File: config.mk
export PLATFORM = sky130hd
export DESIGN_NAME = led_bounce_scanner_fade_pwm
export DESIGN_NICKNAME = d
export VERILOG_FILES = /design/src/rtl/lbsfp_pkg.sv /design/src/rtl/lbsfp_cell.sv /design/src/rtl/lbsfp_ctrl.sv /design/src/rtl/led_bounce_scanner_fade_pwm.sv
export VERILOG_INCLUDE_DIRS = /design/src /design/src/rtl
export SDC_FILE = /design/constraint.sdc
export NUM_CORES = 1
export LEC_CHECK = 0
export ABC_AREA = 1
export BUFFER_PORTS_ARGS = -buffer_cell sky130_fd_sc_hd__buf_2
export CAP_MARGIN = 20
export CORE_ASPECT_RATIO = 1.1
export CORE_MARGIN = 2
export CORE_UTILIZATION = 45
export CTS_CLUSTER_DIAMETER = 150
export DETAILED_ROUTE_END_ITERATION = 8
export PLACE_DENSITY = 0.65
export SYNTH_ARGS = -nofsm -noshare
export SYNTH_HDL_FRONTEND = slang
export SYNTH_SLANG_ARGS = --single-unit
export TNS_END_PERCENT = 1
File: constraint.sdc
create_clock -name aclk -period 12.1 [get_ports aclk]
set_input_delay 1.21 -clock aclk [delete_from_list [all_inputs] [get_ports aclk]]
set_output_delay 1.21 -clock aclk [all_outputs]
set_load 0.01 [all_outputs]
File: src/rtl/assert_macros.svh
// Assertion macros used by the top-level RTL file of the LED bounce scanner.
`ifndef ASSERT_MACROS_SVH
`define ASSERT_MACROS_SVH
`ifndef SYNTHESIS
// Checks a property on every rising edge while reset is released.
`define ASSERT_CLK(label, clk, rstn, prop) \
    label: assert property (@(posedge clk) disable iff (!(rstn)) (prop)) \
        else $error("assertion failed");
// Checks that a condition never holds while reset is released.
`define ASSERT_NEVER(label, clk, rstn, cond) \
    label: assert property (@(posedge clk) disable iff (!(rstn)) !(cond)) \
        else $error("forbidden condition seen");
`else
`define ASSERT_CLK(label, clk, rstn, prop)
`define ASSERT_NEVER(label, clk, rstn, cond)
`endif
`endif

File: src/rtl/lbsfp_pkg.sv
// Package with types and constants of the LED bounce scanner with fade PWM.
`default_nettype none
package lbsfp_pkg;

    localparam int unsigned BRIGHT_W = 8;
    localparam int unsigned DWELL_W  = 16;
    localparam int unsigned FADE_W   = 8;
    localparam int unsigned CFG_W    = 16;
    localparam int unsigned LED_ON_W = 5;
    localparam int unsigned SCAN_W   = 3;
    localparam int unsigned S_DATA_W = 8;
    localparam int unsigned M_DATA_W = 8;

    localparam logic [BRIGHT_W-1:0] FULL_ON    = 8'hFF;
    localparam logic [BRIGHT_W-1:0] FADE_START = 8'hFE;
    localparam logic [FADE_W-1:0]   FADE_MAX   = 8'd253;

    localparam logic [DWELL_W-1:0] DWELL_RESET = 16'd975;
    localparam logic [FADE_W-1:0]  FADE_RESET  = 8'd20;

    // Configuration register indexes.
    localparam logic REG_DWELL_TICKS   = 1'b0;
    localparam logic REG_FADE_INTERVAL = 1'b1;

    // Per-tick control broadcast from the controller to every cell.
    typedef struct packed {
        logic                tick;
        logic                advance;
        logic                move_up;
        logic                fade;
        logic [BRIGHT_W-1:0] cmp_phase;
    } cell_ctrl_t;

endpackage
`default_nettype wire

File: src/rtl/lbsfp_cell.sv
// One LED cell: holds a brightness and the scan token, drives its PWM bit.
`default_nettype none
module lbsfp_cell #(
    parameter bit RESET_LIT = 1'b0
) (
    input  wire                          aclk,
    input  wire                          aresetn,
    input  lbsfp_pkg::cell_ctrl_t        ctrl,
    input  wire                          tok_in,
    output logic                         tok_out,
    output logic                         drive
);

    logic [lbsfp_pkg::BRIGHT_W-1:0] bright_reg;
    logic [lbsfp_pkg::BRIGHT_W-1:0] bright_next;
    logic [lbsfp_pkg::BRIGHT_W-1:0] b_adv;
    logic [lbsfp_pkg::BRIGHT_W-1:0] b_fade;
    logic                           tok_reg;
    logic                           tok_next;

    // Scan step first, then the fade step, as one tick.
    always_comb begin
        b_adv = bright_reg;
        if (ctrl.advance && tok_reg) begin
            b_adv = lbsfp_pkg::FADE_START;
        end
        if (ctrl.advance && tok_in) begin
            b_adv = lbsfp_pkg::FULL_ON;
        end
        if (ctrl.fade && (b_adv != '0) && (b_adv != lbsfp_pkg::FULL_ON)) begin
            b_fade = b_adv - lbsfp_pkg::BRIGHT_W'(1);
        end else begin
            b_fade = b_adv;
        end
        bright_next = ctrl.tick ? b_fade : bright_reg;
        tok_next    = (ctrl.tick && ctrl.advance) ? tok_in : tok_reg;
    end

    // The PWM compare sees the brightness that this tick leaves.
    assign drive   = ctrl.cmp_phase < bright_next;
    assign tok_out = tok_reg;

    always_ff @(posedge aclk) begin
        if (!aresetn) begin
            bright_reg <= RESET_LIT ? lbsfp_pkg::FULL_ON : '0;
            tok_reg    <= RESET_LIT;
        end else begin
            bright_reg <= bright_next;
            tok_reg    <= tok_next;
        end
    end

endmodule
`default_nettype wire

File: src/rtl/lbsfp_ctrl.sv
// Controller: configuration, dwell and fade counters, PWM phase, scan position.
`default_nettype none
module lbsfp_ctrl #(
    parameter int unsigned NUM_LEDS = 5,
    parameter int unsigned POS_W    = 3
) (
    input  wire                              aclk,
    input  wire                              aresetn,
    input  wire                              cfg_wr_en,
    input  wire                              cfg_addr,
    input  wire  [lbsfp_pkg::CFG_W-1:0]      cfg_wdata,
    input  wire                              accept,
    input  wire                              tick,
    output lbsfp_pkg::cell_ctrl_t            ctrl,
    output logic [POS_W-1:0]                 cur_pos,
    output logic [lbsfp_pkg::SCAN_W-1:0]     scan_pos
);

    localparam logic [POS_W-1:0] LAST_POS = POS_W'(NUM_LEDS - 1);

    logic [lbsfp_pkg::DWELL_W-1:0]  dwell_ticks_reg;
    logic [lbsfp_pkg::FADE_W-1:0]   fade_interval_reg;
    logic [lbsfp_pkg::DWELL_W-1:0]  dwell_reg;
    logic [lbsfp_pkg::DWELL_W-1:0]  dwell_next;
    logic [lbsfp_pkg::FADE_W-1:0]   fade_cnt_reg;
    logic [lbsfp_pkg::FADE_W-1:0]   fade_cnt_next;
    logic [lbsfp_pkg::BRIGHT_W-1:0] phase_reg;
    logic [lbsfp_pkg::BRIGHT_W-1:0] phase_next;
    logic [POS_W-1:0]               cur_reg;
    logic [POS_W-1:0]               cur_next;
    logic                           down_reg;
    logic                           down_next;
    logic [lbsfp_pkg::DWELL_W:0]    dwell_inc;
    logic [lbsfp_pkg::FADE_W-1:0]   fade_limit;
    logic                           step;
    logic                           adv;
    logic                           fire;

    // Configuration writes.
    always_ff @(posedge aclk) begin
        if (!aresetn) begin
            dwell_ticks_reg   <= lbsfp_pkg::DWELL_RESET;
            fade_interval_reg <= lbsfp_pkg::FADE_RESET;
        end else if (cfg_wr_en) begin
            unique case (cfg_addr)
                lbsfp_pkg::REG_DWELL_TICKS:
                    dwell_ticks_reg <= cfg_wdata;
                lbsfp_pkg::REG_FADE_INTERVAL:
                    fade_interval_reg <= cfg_wdata[lbsfp_pkg::FADE_W-1:0];
                default: ;
            endcase
        end
    end

    // Tick decisions: dwell expiry and fade firing.
    always_comb begin
        step       = accept && tick;
        dwell_inc  = {1'b0, dwell_reg} + (lbsfp_pkg::DWELL_W+1)'(1);
        adv        = dwell_inc >= {1'b0, dwell_ticks_reg};
        fade_limit = (fade_interval_reg > lbsfp_pkg::FADE_MAX) ?
                     lbsfp_pkg::FADE_MAX : fade_interval_reg;
        fire       = fade_cnt_reg > fade_limit;
    end

    // Next state of the counters and the bounce position.
    always_comb begin
        dwell_next    = dwell_reg;
        fade_cnt_next = fade_cnt_reg;
        phase_next    = phase_reg;
        cur_next      = cur_reg;
        down_next     = down_reg;
        if (step) begin
            dwell_next    = adv ? '0 : dwell_inc[lbsfp_pkg::DWELL_W-1:0];
            fade_cnt_next = fire ? '0 : fade_cnt_reg + lbsfp_pkg::FADE_W'(1);
            phase_next    = phase_reg + lbsfp_pkg::BRIGHT_W'(1);
            if (adv) begin
                if (!down_reg) begin
                    cur_next = cur_reg + POS_W'(1);
                    if (cur_next == LAST_POS) begin
                        down_next = 1'b1;
                    end
                end else begin
                    cur_next = cur_reg - POS_W'(1);
                    if (cur_next == '0) begin
                        down_next = 1'b0;
                    end
                end
            end
        end
    end

    always_ff @(posedge aclk) begin
        if (!aresetn) begin
            dwell_reg    <= '0;
            fade_cnt_reg <= '0;
            phase_reg    <= '0;
            cur_reg      <= '0;
            down_reg     <= 1'b0;
        end else begin
            dwell_reg    <= dwell_next;
            fade_cnt_reg <= fade_cnt_next;
            phase_reg    <= phase_next;
            cur_reg      <= cur_next;
            down_reg     <= down_next;
        end
    end

    // Broadcast to the cells; without a tick the last phase is compared again.
    always_comb begin
        ctrl.tick      = step;
        ctrl.advance   = adv;
        ctrl.move_up   = !down_reg;
        ctrl.fade      = fire;
        ctrl.cmp_phase = tick ? phase_reg : phase_reg - lbsfp_pkg::BRIGHT_W'(1);
    end

    assign cur_pos = cur_reg;

    // Reported position is the updated index, cut to its low bits or zero-extended.
    generate
        if (POS_W >= lbsfp_pkg::SCAN_W) begin : g_scan_trunc
            assign scan_pos = cur_next[lbsfp_pkg::SCAN_W-1:0];
        end else begin : g_scan_ext
            assign scan_pos = lbsfp_pkg::SCAN_W'(cur_next);
        end
    endgenerate

endmodule
`default_nettype wire

File: src/rtl/led_bounce_scanner_fade_pwm.sv
// Top level of the LED bounce scanner with fading trails and software PWM.
//
// Each input transfer on the s_ channel carries one bit, tick. A tick of one
// advances the dwell counter (moving the lit LED along the bounce when it
// expires), fades trailing LEDs every (fade_interval+2)th tick (cap 253), and
// compares every brightness with the tick-stepped 8-bit PWM phase. A tick
// of zero changes nothing and reports the drive of the last tick again.
// Every input transfer yields exactly one output transfer on the m_ channel
// with the LED drive bits and the index of the fully lit LED.
// The result sits in the output register in the cycle after the input
// transfer. One item is taken per cycle while the receiver keeps up; the
// row of LED cells and the counters finish a whole tick in that cycle.
// When the receiver stalls, the result holds in the output register and
// s_tready drops until it is taken; s_tready is high whenever the output
// register is empty or being emptied in the same cycle. Reset (aresetn low,
// synchronous) lights LED 0 fully, turns the others off, clears all counters
// and loads dwell_ticks = 975, fade_interval = 20. The user writes registers
// through cfg_wr_en / cfg_addr / cfg_wdata while idle; it is not enforced.
`default_nettype none
`include "assert_macros.svh"
module led_bounce_scanner_fade_pwm #(
    parameter int unsigned NUM_LEDS = 5
) (
    input  wire                               aclk,
    input  wire                               aresetn,
    input  wire                               cfg_wr_en,
    input  wire                               cfg_addr,
    input  wire  [lbsfp_pkg::CFG_W-1:0]       cfg_wdata,
    input  wire                               s_tvalid,
    output logic                              s_tready,
    input  wire  [lbsfp_pkg::S_DATA_W-1:0]    s_tdata,   // [0] tick
    output logic                              m_tvalid,
    input  wire                               m_tready,
    output logic [lbsfp_pkg::M_DATA_W-1:0]    m_tdata    // [4:0] led_on, [7:5] scan_position
);

    localparam int unsigned POS_W = (NUM_LEDS > 2) ? $clog2(NUM_LEDS) : 1;

    lbsfp_pkg::cell_ctrl_t             ctrl;
    logic [POS_W-1:0]                  cur_pos;
    logic [lbsfp_pkg::SCAN_W-1:0]      scan_pos;
    logic [NUM_LEDS-1:0]               tok;
    logic [NUM_LEDS-1:0]               drive;
    logic [lbsfp_pkg::LED_ON_W-1:0]    led_on;
    logic                              accept;
    logic                              m_valid_reg;
    logic                              m_valid_next;
    logic [lbsfp_pkg::M_DATA_W-1:0]    m_data_reg;
    logic [lbsfp_pkg::M_DATA_W-1:0]    m_data_next;

    assign s_tready = !m_valid_reg || m_tready;
    assign accept   = s_tvalid && s_tready;

    lbsfp_ctrl #(
        .NUM_LEDS (NUM_LEDS),
        .POS_W    (POS_W)
    ) u_ctrl (
        .aclk      (aclk),
        .aresetn   (aresetn),
        .cfg_wr_en (cfg_wr_en),
        .cfg_addr  (cfg_addr),
        .cfg_wdata (cfg_wdata),
        .accept    (accept),
        .tick      (s_tdata[0]),
        .ctrl      (ctrl),
        .cur_pos   (cur_pos),
        .scan_pos  (scan_pos)
    );

    // Row of cells; the scan token moves to the left or right neighbor.
    generate
        for (genvar i = 0; i < NUM_LEDS; i++) begin : g_cell
            logic from_left;
            logic from_right;
            if (i == 0) begin : g_first
                assign from_left = 1'b0;
            end else begin : g_mid_l
                assign from_left = tok[i-1];
            end
            if (i == NUM_LEDS - 1) begin : g_last
                assign from_right = 1'b0;
            end else begin : g_mid_r
                assign from_right = tok[i+1];
            end
            lbsfp_cell #(
                .RESET_LIT (i == 0)
            ) u_cell (
                .aclk    (aclk),
                .aresetn (aresetn),
                .ctrl    (ctrl),
                .tok_in  (ctrl.move_up ? from_left : from_right),
                .tok_out (tok[i]),
                .drive   (drive[i])
            );
        end
    endgenerate

    // Only the first five LEDs are reported.
    generate
        for (genvar j = 0; j < lbsfp_pkg::LED_ON_W; j++) begin : g_led_on
            if (j < NUM_LEDS) begin : g_used
                assign led_on[j] = drive[j];
            end else begin : g_unused
                assign led_on[j] = 1'b0;
            end
        end
    endgenerate

    // Output register: loads on an input transfer, empties on an output transfer.
    always_comb begin
        m_valid_next = m_valid_reg;
        m_data_next  = m_data_reg;
        if (accept) begin
            m_valid_next = 1'b1;
            m_data_next  = {scan_pos, led_on};
        end else if (m_tready) begin
            m_valid_next = 1'b0;
        end
    end

    always_ff @(posedge aclk) begin
        if (!aresetn) begin
            m_valid_reg <= 1'b0;
        end else begin
            m_valid_reg <= m_valid_next;
        end
    end

    always_ff @(posedge aclk) begin
        m_data_reg <= m_data_next;
    end

    assign m_tvalid = m_valid_reg;
    assign m_tdata  = m_data_reg;

    // Exactly one cell holds the scan token, and it sits at the tracked position.
    `ASSERT_CLK(a_one_token, aclk, aresetn, $onehot(tok))
    `ASSERT_CLK(a_token_at_pos, aclk, aresetn, tok[cur_pos])
    // Every input transfer leaves a result waiting in the next cycle.
    `ASSERT_CLK(a_result_follows, aclk, aresetn, accept |=> m_tvalid)

endmodule
`default_nettype wire
---- Word-level counts from Yosys, hierarchy flattened ----
Index checks and enable logic that the tools add are counted.
storage, ports and cells
  flip-flop bits (word level) ............. 114
  output and inout port bits .............. 10
  word-level logic and storage cells ...... 117
  input bits .............................. 30
cells by class
  add/subtract/negate cells ............... 11
  order comparisons ....................... 8
  equality and inequality tests ........... 6
  bitwise gates (word level) .............. 1
  multiplexer cells ....................... 37
  reductions and logical operators ........ 35
operators with widths
  operator                 count
  $mux W8                  23
  $sub A8 B1 Y8 const B    6
  $lt A8 B8 Y1             5
  $ne A8 B8 Y1 const B     5
  $reduce_bool A8 Y1       5
  $logic_and A1 B1 Y1      23
  $add A16 B1 Y17 const B  1
  $ge A17 B16 Y1           1
  $add A8 B1 Y8 const B    2
  $mux W16                 1
  $mux W1                  10
  $mux W3                  3
  $gt A8 B8 Y1             1
  $gt A8 B8 Y1 const B     1
  $reduce_and A2 Y1        3
  $add A3 B1 Y3 const B    1
  $eq A3 B3 Y1 const B     1
  $logic_not A3 Y1         1
  $sub A3 B1 Y3 const B    1
  $reduce_bool A2 Y1       1
  $logic_not A1 Y1         1
  $logic_or A1 B1 Y1       1
  $not A1 Y1               1

---- Logic depth before layout (Yosys ltp) ----
  depth after elaboration ................. 11
  gate-level depth with buffers ........... 37

---- Hierarchy ----
A second synthesis with hierarchy kept.
second synthesis, totals
  cells, all modules ...................... 1,169
  area total of the unflattened synthesis .. 8,763.4 um^2
by module, submodules not included
  module                              seq. area each (um^2)  cells each  instances  area an instance (um^2)
  lbsfp_ctrl                          1,201.2                503         1          3,738.6
  lbsfp_cell at g_cell[1].u_cell ...  180.2                  128         3          960.9
  lbsfp_cell at g_cell[0].u_cell      180.2                  127         1          909.6
  lbsfp_cell at g_cell[3].u_cell      180.2                  128         1          878.3
  led_bounce_scanner_fade_pwm         260.2                  27          1          354.1

---- Least setup slack after synthesis ----
Ideal clock, no wire load.
  path type ............................... register to register
  start ................................... reg u_ctrl.dwell_reg[0] in the netlist's numbering
  end ..................................... reg m_data_reg, in the netlist m_tdata[3] (data pin)
  stages on the path, launching flop included .. 35
  buffers on the path ..................... 1
  data arrival time ....................... 4.291 ns
  clock period less this slack ............ 4.552 ns
  path slack .............................. 7.548 ns
  library setup time ...................... 0.261 ns
  cells stage by stage .................... dfxtp_1 > ha_1 > nand3_2 > nor2_4 > inv_1 > nor2_1 > nand4_1 > xor2_1 > inv_1 > ha_1 > nand2_1 > nor2_1 > nand3_1 > a21oi_1 > nand2_1 > nand2_4 > buf_12 > nand2_8 > a21oi_1 > inv_1 > ha_1 > nand2_1 > nor2_1 > nand2_1 > nand3_2 > inv_2 > nand2_2 > nor4_2 > nor2_1 > nand2_1 > o21ai_2 > ha_1 > a21oi_1 > o21ai_0 > a21oi_2
between the ends
  cells in the longest elaborated chain, start to end .. 11
  elaborated cells on any way between the ends .. 14
  those cells by class .................... add/sub: 2; order compare: 2; eq/ne: 1; mux: 4; reduce/logical: 5
ends and longest elaborated chain
  item                                                   RTL line                            source
  from (decl)                                            lbsfp_ctrl.sv:23                    logic [lbsfp_pkg::DWELL_W-1:0] dwell_reg;
  from (signal assigned)                                 lbsfp_ctrl.sv:100                   dwell_reg <= dwell_next;
  $add A16 B1 Y17 (*)                                    lbsfp_ctrl.sv:58                    dwell_inc = {1'b0, dwell_reg} + (lbsfp_pkg::DWELL_W+1)'(1);
  $ge A17 B16 Y1 (*)                                     lbsfp_ctrl.sv:59                    adv = dwell_inc >= {1'b0, dwell_ticks_reg};
  $logic_and A1 B1 Y1                                    lbsfp_cell.sv:24                    if (ctrl.advance && tok_reg) begin
  $mux W8                                                lbsfp_cell.sv:24
  $mux W8 (*)                                            lbsfp_cell.sv:27                    if (ctrl.advance && tok_in) begin
  branches (longest 3 deep; another with $sub A8 B1 Y8)  n/a
  $mux W8 (*)                                            lbsfp_cell.sv:30                    if (ctrl.fade && (b_adv != '0) && (b_adv != lbsfp_pkg::FULL_ON)) begin
  $mux W8 (*)                                            lbsfp_cell.sv:35                    bright_next = ctrl.tick ? b_fade : bright_reg;
  $lt A8 B8 Y1 (*)                                       lbsfp_cell.sv:40                    assign drive = ctrl.cmp_phase < bright_next;
  net g_cell[3].u_cell.drive                             lbsfp_cell.sv:11                    output logic drive
  to (signal assigned)                                   led_bounce_scanner_fade_pwm.sv:130  m_data_reg <= m_data_next;
  to (decl)                                              led_bounce_scanner_fade_pwm.sv:48   logic [lbsfp_pkg::M_DATA_W-1:0] m_data_reg;
Mark *: on every way through the listed nets, which the timed path passes.
A chain may end at the register's enable or synchronous reset.

---- Worst setup path after layout ----
Same ends and word-level chain as after synthesis.

==> flow_metrics.env <==
export IMPL_fin_hold_ws_ps=463
export IMPL_synthXorXnorAreaFrac_pct=5.71
export IMPL_cp_slowest_cell="dfxtp_1"
export IMPL_synth_compound_gate_area_share_pct=13.0
export IMPL_fp_dieArea_mm2=0.0188
export IMPL_grt_pass1_vias=6412
export IMPL_cts_sinks=114
export IMPL_final_max_slew_viol_count=0
export IMPL_via_count=6781
export IMPL_ys_top_cells_by_area="dfxtp_1, ha_1, nand2_1"
export IMPL_hold_viol=0
export IMPL_synthCells=1111
export IMPL_ant_nets=0
export IMPL_slew_headroom_pct=31.7
export IMPL_layout_worst_path_cycle_share_pct=45.3
export IMPL_synth_net_count=1221
export IMPL_yosys_area_share_simple_pct=29.8
export IMPL_ctsHoldBuffers=0
export IMPL_cpPeakStageDelay_ps=410
export IMPL_grt_overflow=0
export IMPL_drt_iter0_markers=228
export IMPL_crit_top_cell="nand2_1"
export IMPL_powerDensity_mw_per_mm2=124
export IMPL_die_h_um=144
export IMPL_placed_cell_area_mm2=0.00835
export IMPL_insertion_delay_ps=420
export IMPL_postCtsSetupBuffers=0
export IMPL_gp_congestion=0.821
export IMPL_max_cap_violations=0
export IMPL_irDropWorstVdd_mv=0.101
export IMPL_ios=40
export IMPL_ys_types=46
export IMPL_tritoncts="done"
export IMPL_setup_violations=0
export IMPL_muxShareOfSynthArea_pct=0
export IMPL_worstSetupEndpointType="flip-flop"
export IMPL_dr_pass1_iters=5
export IMPL_crit_required_ps=12260
export IMPL_io_buffers=32
export IMPL_yosysSeqAreaShare_pct=29.6
export IMPL_grt_use_total_pct=19.5
export IMPL_drive_gt1_share_pct=14.3
export IMPL_clockRootBuffer="clkbuf_16"
export IMPL_synthAdderAreaFrac_pct=12.5
export IMPL_n_antenna_cell=0
export IMPL_yosysTopAreaCell="dfxtp_1"
export IMPL_ys_async_sr_fraction_pct=0
export IMPL_synth_common_cells="nand2_1, inv_1, dfxtp_1, nor2_1, ha_1"
export IMPL_finalInstanceArea_mm2=0.00900
export IMPL_crit_family="simple AND/OR/NAND/NOR gates"
export IMPL_area_growth_pct=12.8
export IMPL_cp_max_fo=13
export IMPL_path_buf_inv=5
export IMPL_cts_reportedPaths_clkPinSlew_ps=50
export IMPL_grt_pass1_wl_um=29100
export IMPL_viasPerCell=4.89
export IMPL_routed_wl_um=17200
export IMPL_wl_per_cell_um=12.4
export IMPL_hpwl_um=12400
export IMPL_synth_top_flop_cell="dfxtp_1"
export IMPL_finalCriticalPeriod_ps=5480
export IMPL_criticalPathCategory="flip-flop to flip-flop"
export IMPL_drc_errors=0
export IMPL_antenna_found_initial=0
export IMPL_synth_top_area_share_pct=26.6
export IMPL_synth_edf_count=8
export IMPL_core_area_mm2=0.0175
export IMPL_fin_skew_ps=9.61
export IMPL_yosysMostFrequentCell="nand2_1"
export IMPL_leakage_uw=0.00444
export IMPL_finalNetCount=1247
export IMPL_fmax_ghz=0.183
export IMPL_synth_seq_cells=114
export IMPL_synth_top_family_by_area="simple AND/OR/NAND/NOR gates"
export IMPL_syn_area_mm2=0.00798
export IMPL_start_kind="flip-flop"
export IMPL_outcome="complete, no violations"
export IMPL_fin_util_pct=51.3
export IMPL_cts_buffers=17
export IMPL_start_util_pct=45.5
export IMPL_hold_path_class="flip-flop to flip-flop"
export IMPL_largest_reg_flops=40
export IMPL_fp_dieW_um=131
export IMPL_grt_max_degree=48
export IMPL_synth_warnings=0
export IMPL_arrival_ps=5640
export IMPL_htree_levels=4
export IMPL_finalSetupTns_ps=0
export IMPL_synth_area_per_cell_um2=7.19
export IMPL_worst_pin_slew_ps=1020
export IMPL_clock_tree_buffer_depth=2
export IMPL_rows=51
export IMPL_rsz0062_at_grt="false"
export IMPL_cts_resized_gates=0
==> cell type report <==
cell class,count,area (µm²)
Clock inverter,8,146
Multi-Input combinational cell,803,4880
Tap cell,238,298
Inverter,164,616
Fill cell,1756,8550
Timing Repair Buffer,37,195
Sequential cell,114,2360
Clock buffer,24,503
==> kinds of logic (layout without fill, tap and decap cells) <==
group | Yosys count | count (layout)
flops | 114 | 114
simple gates | 488 | 488
xor+xnor | 52 | 52
fa+ha+maj | 80 | 80
buf+inv | 194 | 233
compound gates | 183 | 183
==> power breakdown <==
group          internal, µW  switching [µW]  leakage [µW]  total, µW
logic                  58.5             103       0.00319        162
registers               397            7.18      0.000941        404
clock network           373             175      0.000316        547
==> cell usage in the layout, fill, tap and decap left out, drive strengths merged, types with 3 or more instances in the layout <==
| cell | count |
|---|---|
| o211ai | 9 |
| nor4 | 3 |
| clkinv | 3 |
| buf | 37 |
| nand3b | 6 |
| nand4 | 15 |
| o311ai | 3 |
| edfxtp | 8 |
| xor2 | 38 |
| nor2 | 121 |
| clkbuf | 24 |
| nand3 | 63 |
| nor3 | 17 |
| inv | 164 |
| a21oi | 83 |
| xnor2 | 14 |
| or2 | 5 |
| nor3b | 3 |
| o21ai | 80 |
| nand2 | 253 |
| ha | 80 |
| dfxtp | 106 |
| bufinv | 4 |
==> per-layer routing <==
layer  track usage, %  share of wire [%]
met4             6.10               0.87
met5                0                  0
met2             34.4                 49
met1             23.7                 47
met3             3.80                3.4
==> worst reg2reg max path: cells and delay by family (launching register included) <==
family | cells | cell delay, ps
AOI/OAI and AO/OA | 6 | 860
buffers and inverters | 5 | 570
adders and majority gates | 4 | 1020
xor gates and xnor gates | 1 | 150
and+or+nand+nor | 18 | 2220
DFF | 1 | 410
==> per-stage QoR <==
step / cells / worst slack, ps / total power [µW]
final: 1388 / 6620 / 1110
after detailed placement: 1355 / 6640 / 574
after global placement: 1355 / 6700 / 571
after floorplan: 1111 / 7550 / 534
after CTS: 1387 / 6600 / 1120
after global routing: 1388 / 6100 / 1170
==> path summary, 6_finish.rpt <==
kind,cells after the start,to,slack [ps],from
setup / recovery,34,m_tdata[3],6620,u_ctrl.dwell_reg[0]
hold reg to reg,2,u_ctrl.fade_interval_reg[0],460,u_ctrl.fade_interval_reg[0]
setup reg to reg,34,m_tdata[3],6620,u_ctrl.dwell_reg[0]
hold / removal,2,u_ctrl.fade_interval_reg[0],460,u_ctrl.fade_interval_reg[0]
Power figures use the tool's default switching activity.
